## config.mk

```make
export PLATFORM = sky130hd
export DESIGN_NAME = bsst_ctrl
export DESIGN_NICKNAME = d
export VERILOG_FILES = /design/src/bsst_pkg.sv /design/src/bsst_ctrl.sv
export SDC_FILE = /design/constraint.sdc
export NUM_CORES = 1
export LEC_CHECK = 0
export BUFFER_PORTS_ARGS = -buffer_cell sky130_fd_sc_hd__buf_4
export CORE_AREA = 5 5 42 44
export DETAILED_ROUTE_END_ITERATION = 8
export DIE_AREA = 0 0 47 49
export PLACE_DENSITY_LB_ADDON = 0.15
export SYNTH_ARGS = -nofsm -noshare
export SYNTH_HDL_FRONTEND = slang
export SYNTH_SLANG_ARGS = --single-unit
export TNS_END_PERCENT = 5
```

## constraint.sdc

```tcl
create_clock -name clk -period 2.75 [get_ports clk]
set_clock_uncertainty 0.05 [all_clocks]
set_input_delay 0.275 -clock clk [delete_from_list [all_inputs] [get_ports clk]]
set_output_delay 0.275 -clock clk [all_outputs]
set_load 0.02 [all_outputs]
```

## src/bsst_pkg.sv

```systemverilog
package bsst_pkg;

  // Field widths fixed by the interface.
  localparam int unsigned TableLenW = 11;
  localparam int unsigned IndexW    = 10;
  localparam int unsigned ValueW    = 32;

  // Operation codes carried by an input word.
  localparam logic OP_WRITE  = 1'b0;
  localparam logic OP_SEARCH = 1'b1;

  // Commands from the controller to the datapath.
  typedef struct packed {
    logic start;     // load the search bounds and key, issue the first probe
    logic step;      // take the next probe's bounds
    logic mem_we;    // write one table entry
    logic save_hit;  // keep the compare outcome for a delayed result
    logic load_out;  // load the result register
    logic out_live;  // result comes from the compare in this cycle
  } bsst_cmd_t;

  // Status from the datapath to the controller.
  typedef struct packed {
    logic len_zero;  // no entries in use
    logic hit;       // probed entry equals the key
    logic ended;     // bounds have crossed, the key is absent
  } bsst_status_t;

endpackage

```

## src/bsst_ctrl.sv

```systemverilog
module bsst_ctrl
  import bsst_pkg::*;
(
  input  logic         clk,
  input  logic         rst_n,
  input  logic         in_valid,
  input  logic         in_operation,
  input  logic         out_ready,
  input  bsst_status_t status,
  output logic         in_ready,
  output logic         out_valid,
  output bsst_cmd_t    cmd
);

  localparam logic [1:0] ST_IDLE    = 2'd0;
  localparam logic [1:0] ST_COMPARE = 2'd1;
  localparam logic [1:0] ST_DONE    = 2'd2;

  logic [1:0] state_r;
  logic [1:0] state_nxt;
  logic       out_valid_r;
  logic       out_valid_nxt;
  logic       out_free;
  logic       in_fire;

  assign in_ready = (state_r == ST_IDLE);
  assign in_fire  = in_valid && in_ready;
  assign out_free = !out_valid_r || out_ready;

  // Sequencing of writes and probes.
  always_comb begin
    state_nxt = state_r;
    cmd       = '0;
    unique case (state_r)
      ST_IDLE: begin
        if (in_fire) begin
          if (in_operation == OP_WRITE) begin
            cmd.mem_we = 1'b1;
          end else begin
            cmd.start = 1'b1;
            state_nxt = status.len_zero ? ST_DONE : ST_COMPARE;
          end
        end
      end
      ST_COMPARE: begin
        if (status.hit || status.ended) begin
          if (out_free) begin
            cmd.load_out = 1'b1;
            cmd.out_live = 1'b1;
            state_nxt    = ST_IDLE;
          end else begin
            cmd.save_hit = 1'b1;
            state_nxt    = ST_DONE;
          end
        end else begin
          cmd.step = 1'b1;
        end
      end
      ST_DONE: begin
        if (out_free) begin
          cmd.load_out = 1'b1;
          state_nxt    = ST_IDLE;
        end
      end
      default: begin
        state_nxt = ST_IDLE;
      end
    endcase
  end

  // The result word stays valid until it is taken.
  always_comb begin
    out_valid_nxt = out_valid_r;
    if (cmd.load_out) begin
      out_valid_nxt = 1'b1;
    end else if (out_ready) begin
      out_valid_nxt = 1'b0;
    end
  end

  always_ff @(posedge clk) begin
    if (!rst_n) begin
      state_r     <= ST_IDLE;
      out_valid_r <= 1'b0;
    end else begin
      state_r     <= state_nxt;
      out_valid_r <= out_valid_nxt;
    end
  end

  assign out_valid = out_valid_r;

endmodule

```

==> impl_summary.txt, run 1 <==
----------------------------------------------------
[Timing]
  Final critical-path setup slack ... 1.08 ns
  Peak clock frequency supported by timing ... 599 MHz
  Final cycle utilization of the critical path ... 0.607
  Final setup violating endpoints ... 0
  Setup repair after global routing missed its margin ... false
  Slew of the pin with the lowest slew margin ... 0.219 ns
  Number of failing hold endpoints at the final stage ... 0
  Final Max Slew Viols ... 0
  Post-route minimum period ... 1.67 ns
  Normalized max-slew margin ... 0.854
  Setup TNS ... 0 ns

[Drt]
  Residual antenna-violating net count after detailed routing ... 0
  Total detailed-routing wirelength ... 626 um
  Initial DRC Count ... 2
  Detailed-route DRC error count ... 0
  Via count of the routed design ... 269
  Average vias per placed instance ... 4.08
  Number of detailed-route iterations in the first pass ... 2
  Routed WL per cell ... 9.48 um

[GRT]
  Initial antenna violation count ... 0
  Wire length of the first global-routing pass ... 945 um
  Total track usage ... 0.0570
  Pin count of the biggest net entering global routing ... 7
  Number of global-route vias before repair ... 228
  Residual overflow from global routing ... 0

[CTS]
  Max Buffers Root-to-Sink ... 2
  Setup Fix Bufs, Post-CTS ... 0
  Number of buffers inserted during clock tree synthesis ... 3
  Hold bufs inserted after CTS ... 0
  Clock slew at reported path FFs ... 0.04 ns
  Worst-skew pair later-pin latency ... 0.23 ns
  Gates resized, CTS repair ... 0
  Number of levels the H-tree was split into ... 1
  Clock root cell ... clkbuf_4
  Clock tree from TritonCTS ... done
  Clk sinks ... 3

[Synth]
  Mapped cell area ... 259 um2
  Synthesized area per cell ... 8.09 um2
  Fraction of synthesis flops using an asynchronous set or reset pin ... 0
  Total nets after synthesis ... 43
  Yosys warning count ... 0
  EDFF count, synth ... 0
  Yosys reg bits ... 3
  Fraction of synthesized cell area taken by the top area cell type ... 0.232
  Number of cells produced by synthesis ... 32
  Primary FF master, synth ... dfxtp_1
  Cells taking the most area after synthesis ... dfxtp_1, ha_1, mux2i_1, nor2_1, nor3b_2
  Leading post-synthesis cells by instance count ... nor2_1, dfxtp_1, ha_1, nand2_1
  Synth cell types ... 20
  Cell type contributing the most total cell area after synthesis ... dfxtp_1
  Cell with the most instances after synthesis ... nor2_1
  Share of the yosys chip area belonging to registers ... 0.232

[Critical path]
  Launch point of the critical path ... state_r[1]$_SDFFE_PN0P_
  Required @ worst endpoint ... 2.42 ns
  R2r worst-path depth ... 5
  Critical path start-end classification ... flop to output pin
  RR Startpoint ... state_r[0]$_SDFFE_PN0P_
  Startpoint Class ... flop
  Capturing element type of the critical path ... output pin
  Arrival time at the worst endpoint ... 1.35 ns
  Worst-path maximum fanout ... 4

[Worst hold path]
  Cell depth of the worst min-delay path ... 3
  Launch point of the worst hold path ... status[2]
  Type of the most critical hold path ... input port to flop

[Floorplanning]
  Initial core utilization ... 0.185
  Core Box Area ... 1400 um2
  Standard-cell rows ... 14
  Total Die Area ... 2300 um2
  Floorplan die height ... 49 um
  I/O Pins ... 16
  Overall die width ... 47 um

[Placed design]
  Placed cell count ... 62
  Post-Place Worst Slack ... 1.32 ns
  GPL Wtd Cong ... 0.644
  Quantity of I/O buffers inserted on ports ... 15
  Cell Area, Placed ... 384 um2

[Pwr]
  Static Leak ... 0.206 nW
  PnR Total Power ... 0.219 mW
  Power Dens Cells ... 533 nW/um2
  VDD IR-drop max ... 0.191 mV

[Cells and area]
  Synth-to-Final Area Change ... 58.5%
  Post-route cell area ... 410 um2
  Layout net count ... 62
  Fraction of layout instances using a drive strength above 1 ... 0.380
  Cell Count, Final, Fillers Out ... 66
  Number of antenna diodes ... 0

[Run]
  Number of max-cap violations ... 0

[Outcome]
  Run status ... finished clean

----------------------------------------------------
-- stage by stage --
| stage | util | hold slack (ns) |
|---|---|---|
| 6_report | 0.293 | 0.265 |
| 5_1_grt | 0.293 | 0.280 |
| 4_1_cts | 0.293 | 0.257 |
| 3_5_place_dp | 0.274 | 0.427 |
| 3_3_place_gp | 0.274 | 0.423 |
| 2_1_floorplan | - | 0.374 |
-- final cells by class --
| cell class | count | area, um2 |
|---|---|---|
| Multi-Input combinational cell | 26 | 184 |
| Tap cell | 16 | 20.0 |
| Fill cell | 157 | 991 |
| Clock buffer | 4 | 26.3 |
| Sequential cell | 3 | 60.1 |
| Timing Repair Buffer | 15 | 113 |
| Inverter | 2 | 7.51 |
-- worst paths after layout --
| path | endpoint | slack, ns |
|---|---|---|
| min | state_r[0]$_SDFFE_PN0P_ | 0.27 |
| max reg2reg | state_r[0]$_SDFFE_PN0P_ | 1.35 |
| min reg2reg | state_r[1]$_SDFFE_PN0P_ | 0.42 |
| max | cmd[1] | 1.08 |
-- layer usage --
metal  track usage  vias up  wire [um]
met1        0.0746      114        273
met4        0.0553        0          0
li1              -      144          -
met3        0.0111        0         87
met5             0        -          0
met2        0.0724       11        266
-- where the power goes --
group	switching [mW]	total, mW	internal, mW
sequential	0.00385	0.0531	0.0492
clock	0.0216	0.0759	0.0543
combinational	0.0467	0.0898	0.0431
-- cell usage in the layout, fill, tap and decap left out, drive strengths merged, types with 2 or more instances in the layout --
cell type,instances
nand2,3
nor2,4
o21ai,3
a21boi,2
inv,2
buf,15
dfxtp,3
clkbuf,4
mux2i,2
ha,3
-- cells by family (layout without fill, tap and decap cells) --
group | Yosys count | after routing | share of synthesized area
and+or+nand+nor | 14 | 14 | 0.309
AOI/OAI and AO/OA | 7 | 7 | 0.179
adders and majority gates | 3 | 3 | 0.145
DFF | 3 | 3 | 0.232
buffers and inverters | 3 | 21 | 0.0580
muxes | 2 | 2 | 0.0773
-- state kept, by name (all words and copies together) (netlist names) --
signal	cells
out_valid	1
state_r	2
-- critical path, cell delays in order, from the launching register on --
cell     delay (ns)
dfxtp_1        0.34
inv_1          0.07
ha_1           0.22
o21a_1         0.11
o21ai_1        0.16
nor2_1         0.06
buf_4          0.16
No activity file was read; power rests on OpenSTA's default activity.
==> inputs of run 2 (changes only) <==
Settings changed: ABC_AREA set to 1.
Clock period 2.75 ns to 1.54 ns, I/O delays scaled along.
==> impl_summary.txt, run 2 <==
----------------------------------------------------
[Timing]
  Final cycle utilization of the critical path ... 0.951
  Final Max Slew Viols ... 0 (unchanged)
  Post-route minimum period ... 1.46 ns
  Final setup violating endpoints ... 0 (unchanged)
  Slew of the pin with the lowest slew margin ... 0.176 ns (-0.0425 ns)
  Number of failing hold endpoints at the final stage ... 0 (unchanged)
  Setup repair after global routing missed its margin ... true
  Normalized max-slew margin ... 0.882 (+0.0287)
  Post-route worst hold slack ... 0.110 ns (-0.156 ns)
  Peak clock frequency supported by timing ... 683 MHz

[CTS]
  Number of buffers inserted during clock tree synthesis ... 3 (unchanged)
  Gates resized, CTS repair ... 1 (+1)
  Clk sinks ... 3 (unchanged)
  Clock root cell ... clkbuf_4
  Number of levels the H-tree was split into ... 1 (unchanged)
  Max Buffers Root-to-Sink ... 2 (unchanged)
  Worst-skew pair later-pin latency ... 0.23 ns (about the same)
  Clock tree from TritonCTS ... done
  Clock slew at reported path FFs ... 0.04 ns (about the same)
  Setup Fix Bufs, Post-CTS ... 0 (unchanged)
  Hold bufs inserted after CTS ... 0 (unchanged)

[Pwr]
  PnR Total Power ... 0.714 mW (+230%)
  Clock share of power ... 0.192 (-0.155)
  Power Dens Cells ... 1660 nW/um2 (+210%)
  Static Leak ... 0.255 nW (+24%)
  Share of total power consumed by net switching ... 0.450 (+0.120)
  Switching power of the nets ... 0.321 mW (+350%)
  Share of power burned in registers ... 0.180 (-0.063)
  VDD IR-drop max ... 0.473 mV (+150%)
  Combinational Power Share ... 0.628 (+0.218)
  Internal cell power ... 0.393 mW (+170%)

[Floorplanning]
  Floorplan die height ... 49 um (unchanged)
  Overall die width ... 47 um (unchanged)
  I/O Pins ... 16 (unchanged)
  Standard-cell rows ... 14 (unchanged)
  Core Box Area ... 1400 um2 (unchanged)
  Initial core utilization ... 0.195 (+0.00982)
  Total Die Area ... 2300 um2 (unchanged)

[GRT]
  Residual overflow from global routing ... 0 (unchanged)
  Number of global-route vias before repair ... 285 (+25%)
  Pin count of the biggest net entering global routing ... 6 (-1)
  Total track usage ... 0.0669 (+0.00990)
  Wire length of the first global-routing pass ... 1.12 mm (+19%)
  Initial antenna violation count ... 0 (unchanged)

[Critical path]
  RR Startpoint ... state_r[0]$_SDFFE_PN0P_
  Cell occurring most often along the worst timing path ... nand2_1
  R2r worst-path depth ... 6 (+1)
  Worst-path maximum fanout ... 3 (-1)
  Buf+Inv Stages, Crit Path ... 2 (unchanged)
  Peak per-stage delay on the critical path ... 0.30 ns (-0.04 ns)
  Cells along the critical path ... inv_1 -> ha_2 -> o21ai_2 -> nand2_1 -> nand2_1 -> nor2_1 -> buf_4
  Cell family with most CP delay ... flip-flops
  Launch point of the critical path ... state_r[1]$_SDFFE_PN0P_
  Required @ worst endpoint ... 1.34 ns (-1.08 ns)
  Capturing element type of the critical path ... output pin
  Startpoint Class ... flop
  Arrival time at the worst endpoint ... 1.26 ns (-0.09 ns)
  Number of stages on the worst setup path ... 7 (+1)
  Critical path start-end classification ... flop to output pin
  Cell type of the slowest stage on the worst timing path ... dfxtp_1

[Cells and area]
  Cell Count, Final, Fillers Out ... 79 (+20%)
  Most common cell after layout, fill and taps aside ... buf_4
  Largest register FFs ... 2 (unchanged)
  Fraction of layout instances using a drive strength above 1 ... 0.429 (+0.0486)
  Number of antenna diodes ... 0 (unchanged)
  Core Util, Final ... 0.307 (+0.0143)
  Largest register by flop count ... state_r
  Area of all sequential standard cells ... 60.1 um2 (unchanged)
  Fill cell total of the finished layout ... 170 (+8.3%)
  Layout net count ... 75 (+21%)
  Multi-input gate area in the final layout ... 178 um2 (-3.4%)
  Top library cells by usage in the layout, fill and taps aside ... buf_4, nand2_1, nor2_1
  Synth-to-Final Area Change ... 57.8%

[Synth]
  Yosys reg bits ... 3 (unchanged)
  Synth cell types ... 12 (-40%)
  Cell type contributing the most total cell area after synthesis ... dfxtp_1
  Fraction of synthesized cell area taken by the top area cell type ... 0.220 (-0.0117)
  Fraction of synthesis flops using an asynchronous set or reset pin ... 0 (unchanged)
  Total nets after synthesis ... 56 (+30%)
  Synthesized area per cell ... 6.06 um2 (-25%)
  Share of the yosys chip area belonging to registers ... 0.220 (-0.0117)
  Mapped cell area ... 273 um2 (+5.3%)
  Number of cells produced by synthesis ... 45 (+41%)
  Leading post-synthesis cells by instance count ... nand2_1, nor2_1, inv_1
  Yosys warning count ... 0 (unchanged)
  Cell with the most instances after synthesis ... nand2_1
  EDFF count, synth ... 0 (unchanged)
  Cells taking the most area after synthesis ... dfxtp_1, nand2_1, ha_1, nor2_1, inv_1
  Primary FF master, synth ... dfxtp_1

[Placed design]
  GPL Wtd Cong ... 0.734 (+14%)
  Placed wire-length estimate after detailed placement ... 561 um
  Quantity of I/O buffers inserted on ports ... 15 (unchanged)
  Placed cell count ... 75 (+21%)

[Drt]
  Initial DRC Count ... 2 (unchanged)
  Via count of the routed design ... 291 (+8.2%)
  Total detailed-routing wirelength ... 637 um (+1.8%)
  Detailed-route DRC error count ... 0 (unchanged)
  Residual antenna-violating net count after detailed routing ... 0 (unchanged)
  Number of detailed-route iterations in the first pass ... 2 (unchanged)
  Average vias per placed instance ... 3.68 (-9.6%)
  Routed WL per cell ... 8.06 um (-15%)

[Outcome]
  Run status ... finished clean

[Worst hold path]
  Type of the most critical hold path ... input port to flop
  Launch point of the worst hold path ... rst_n
  Cell depth of the worst min-delay path ... 3 (unchanged)

[Run]
  Number of max-cap violations ... 0 (unchanged)

----------------------------------------------------
[run 2: layer usage]
metal	track usage	wire length [um]	part of all wire	vias up
met4	0.0553	0	0	0
met5	0	0	0	-
met1	0.0791	253	0.40	117
li1	-	-	-	169
met2	0.0995	345	0.54	5
met3	0.0111	38	0.060	0
[run 2: path summary, 6_finish.rpt]
path                              to  slack, ns
max                           cmd[1]       0.08
min reg2reg  state_r[0]$_SDFFE_PN0P_       0.51
min          state_r[0]$_SDFFE_PN0P_       0.11
max reg2reg  state_r[1]$_SDFFE_PN0P_       0.37
[run 2: power groups by stage]
stage	combinational (mW)	sequential (mW)	clock [mW]
final	0.448	0.129	0.137
after global routing	0.511	0.132	0.152
after CTS	0.457	0.129	0.146
after detailed placement	0.452	0.130	0
after global placement	0.455	0.131	0
after floorplan	0.313	0.135	0
[run 2: cells by family after synthesis]
| logic type | Yosys count | share of synthesized area |
|---|---|---|
| simple gates | 27 | 0.445 |
| buf+inv | 10 | 0.151 |
| fa+ha+maj | 3 | 0.138 |
| flops | 3 | 0.220 |
| compound gates | 2 | 0.0459 |
[run 2: through the flow]
stage	TNS, ns	cell area (um2)	worst slack, ns
5_1_grt	-0.0489	430	-0.0344
6_report	0	430	0.0756
3_5_place_dp	0	398	0.249
4_1_cts	0	428	0.0342
2_1_floorplan	0	273	0.222
3_3_place_gp	0	398	0.255
[run 2: worst reg2reg max path: cells and delay by family, from the launching register on]
| kind | cells | cell delay, ns |
|---|---|---|
| simple gates | 4 | 0.35 |
| fa+ha+maj | 1 | 0.25 |
| flops | 1 | 0.35 |
| buf+inv | 1 | 0.06 |
[run 2: layout make-up]
cell class	count	area share
inverter	9	0.0785
timing repair buffer	15	0.262
multi-input combinational	32	0.413
clock buffer	4	0.0610
tap	16	0.0465
sequential	3	0.140
==> inputs of run 3 (changes only) <==
Settings changed: CELL_PAD_IN_SITES_DETAIL_PLACEMENT set to 0, CELL_PAD_IN_SITES_GLOBAL_PLACEMENT set to 2, CORE_AREA 5 5 42 44 to not set, CORE_MARGIN set to 5, CORE_UTILIZATION set to 18, DIE_AREA 0 0 47 49 to not set.
==> impl_summary.txt, run 3 (synthesis results as in run 2) <==
----------------------------------------------------
[Outcome]
  Run status ... finished clean

[Floorplanning]
  Overall die width ... 48.9 um (+4.1%)
  Standard-cell rows ... 14 (unchanged)
  Total Die Area ... 2390 um2 (+3.9%)
  I/O Pins ... 16 (unchanged)
  Core Box Area ... 1470 um2 (+5.0%)
  Initial core utilization ... 0.185 (-0.00927)
  Floorplan die height ... 48.9 um (-0.15%)

[Cells and area]
  Top library cells by usage in the layout, fill and taps aside ... buf_4, nand2_1, nor2_1
  Fill cell total of the finished layout ... 201 (+18%)
  Fraction of layout instances using a drive strength above 1 ... 0.460 (+0.0317)
  Number of antenna diodes ... 0 (unchanged)
  Most common cell after layout, fill and taps aside ... buf_4
  Synth-to-Final Area Change ... 62.8%
  Largest register by flop count ... state_r
  Largest register FFs ... 2 (unchanged)
  Layout net count ... 75 (unchanged)
  Core Util, Final ... 0.302 (-0.00527)
  Cell Count, Final, Fillers Out ... 79 (unchanged)

[GRT]
  Initial antenna violation count ... 0 (unchanged)
  Total track usage ... 0.0600 (-0.00694)
  Number of global-route vias before repair ... 291 (+2.1%)
  Residual overflow from global routing ... 0 (unchanged)
  Pin count of the biggest net entering global routing ... 6 (unchanged)
  Wire length of the first global-routing pass ... 1.13 mm (+0.62%)

[Drt]
  Routed WL per cell ... 8.63 um (+7.1%)
  Initial DRC Count ... 6 (+4)
  Via count of the routed design ... 302 (+3.8%)
  Detailed-route DRC error count ... 0 (unchanged)
  Residual antenna-violating net count after detailed routing ... 0 (unchanged)
  Average vias per placed instance ... 3.82 (+3.8%)
  Total detailed-routing wirelength ... 682 um (+7.1%)
  Number of detailed-route iterations in the first pass ... 4 (+2)

[CTS]
  Worst-skew pair later-pin latency ... 0.23 ns (about the same)
  Clk sinks ... 3 (unchanged)
  Clock root cell ... clkbuf_4
  Hold bufs inserted after CTS ... 0 (unchanged)
  Number of buffers inserted during clock tree synthesis ... 3 (unchanged)
  Max Buffers Root-to-Sink ... 2 (unchanged)
  Number of levels the H-tree was split into ... 1 (unchanged)
  Clock slew at reported path FFs ... 0.04 ns (about the same)
  Clock tree from TritonCTS ... done

[Pwr]
  Power Dens Cells ... 1680 nW/um2 (+1.0%)
  Static Leak ... 0.256 nW (+0.37%)
  VDD IR-drop max ... 0.552 mV (+17%)

[Run]
  Number of max-cap violations ... 0 (unchanged)

[Timing]
  Final critical-path setup slack ... 0.0770 ns (+0.00141 ns)
  Peak clock frequency supported by timing ... 684 MHz (about the same)
  Number of failing hold endpoints at the final stage ... 0 (unchanged)
  Post-route worst hold slack ... 0.115 ns (+0.00533 ns)
  Slew of the pin with the lowest slew margin ... 0.152 ns (-0.0248 ns)
  Final cycle utilization of the critical path ... 0.950 (about the same)
  Setup TNS ... 0 ns (unchanged)
  Normalized max-slew margin ... 0.899 (+0.0165)
  Final setup violating endpoints ... 0 (unchanged)
  Setup repair after global routing missed its margin ... true
  Final Max Slew Viols ... 0 (unchanged)
  Post-route minimum period ... 1.46 ns (-0.00141 ns)

[Critical path]
  Arrival time at the worst endpoint ... 1.26 ns (about the same)
  Critical path start-end classification ... flop to output pin
  Required @ worst endpoint ... 1.34 ns (about the same)
  Capturing element type of the critical path ... output pin
  Worst-path maximum fanout ... 3 (unchanged)
  Startpoint Class ... flop

[Worst hold path]
  Type of the most critical hold path ... input port to flop

[Placed design]
  Quantity of I/O buffers inserted on ports ... 15 (unchanged)
  Placed wire-length estimate after detailed placement ... 588 um (+4.9%)
  Post-Place Worst Slack ... 0.230 ns (-0.0192 ns)
  GPL Wtd Cong ... 0.771 (+5.0%)
  Placed cell count ... 75 (unchanged)

----------------------------------------------------
run 3: changes by cell type in the layout (fill, tap and decap cells not counted):
cell / delta
dfxtp_2: +1
dfxtp_1: -1
ha_4: +1
ha_1: -1
run 3: repair_timing:
item,in CTS,in global routing
buffers inserted,0,0
endpoints found under the setup margin,1,1
gates resized for setup,1,4
endpoints found under the hold margin,0,0
gates cloned,0,0
run 3: worst paths after layout:
| check | cells after the start | slack, ns | from | end |
|---|---|---|---|---|
| worst max-delay path | 5 | 0.08 | state_r[1]$_SDFFE_PN0P_ | cmd[1] |
| worst min-delay path | 3 | 0.12 | rst_n | state_r[0]$_SDFFE_PN0P_ |
| worst max register to register | 7 | 0.42 | state_r[1]$_SDFFE_PN0P_ | state_r[1]$_SDFFE_PN0P_ |
| worst min register to register | 4 | 0.52 | state_r[0]$_SDFFE_PN0P_ | state_r[0]$_SDFFE_PN0P_ |
run 3: where the power goes:
part | switching [mW] | internal [mW] | leakage (nW)
registers | 0.0251 | 0.111 | 0.0250
logic | 0.272 | 0.201 | 0.216
clock network | 0.0380 | 0.0969 | 0.0150
total | 0.335 | 0.409 | 0.256
run 3: critical path, stage by stage (launching register included):
cell	delay, ns
dfxtp_1	0.32
inv_1	0.09
ha_2	0.33
nand2_1	0.07
nor2_1	0.09
buf_4	0.14
run 3: final cells by class:
type,instances,area [um2],area share
sequential,3,61.3,0.138
clock buffer,4,26.3,0.0592
multi-input combinational,32,190,0.428
timing repair buffer,15,113,0.254
tap,16,20.0,0.0451
inverter,9,33.8,0.0761
run 3: per-stage QoR:
| step | power [mW] | cell area (um2) |
|---|---|---|
| floorplan | 0.448 | 273 |
| global placement | 0.593 | 398 |
| detailed placement | 0.588 | 398 |
| CTS | 0.737 | 428 |
| global route | 0.820 | 444 |
| finish | 0.744 | 444 |
run 3: metal layers:
layer	vias to the layer above	wire, um	GRT usage
met3	0	51	0.0214
met1	126	320	0.0674
met2	7	310	0.0870
li1	169	-	-
met4	0	0	0.0538
met5	-	0	0
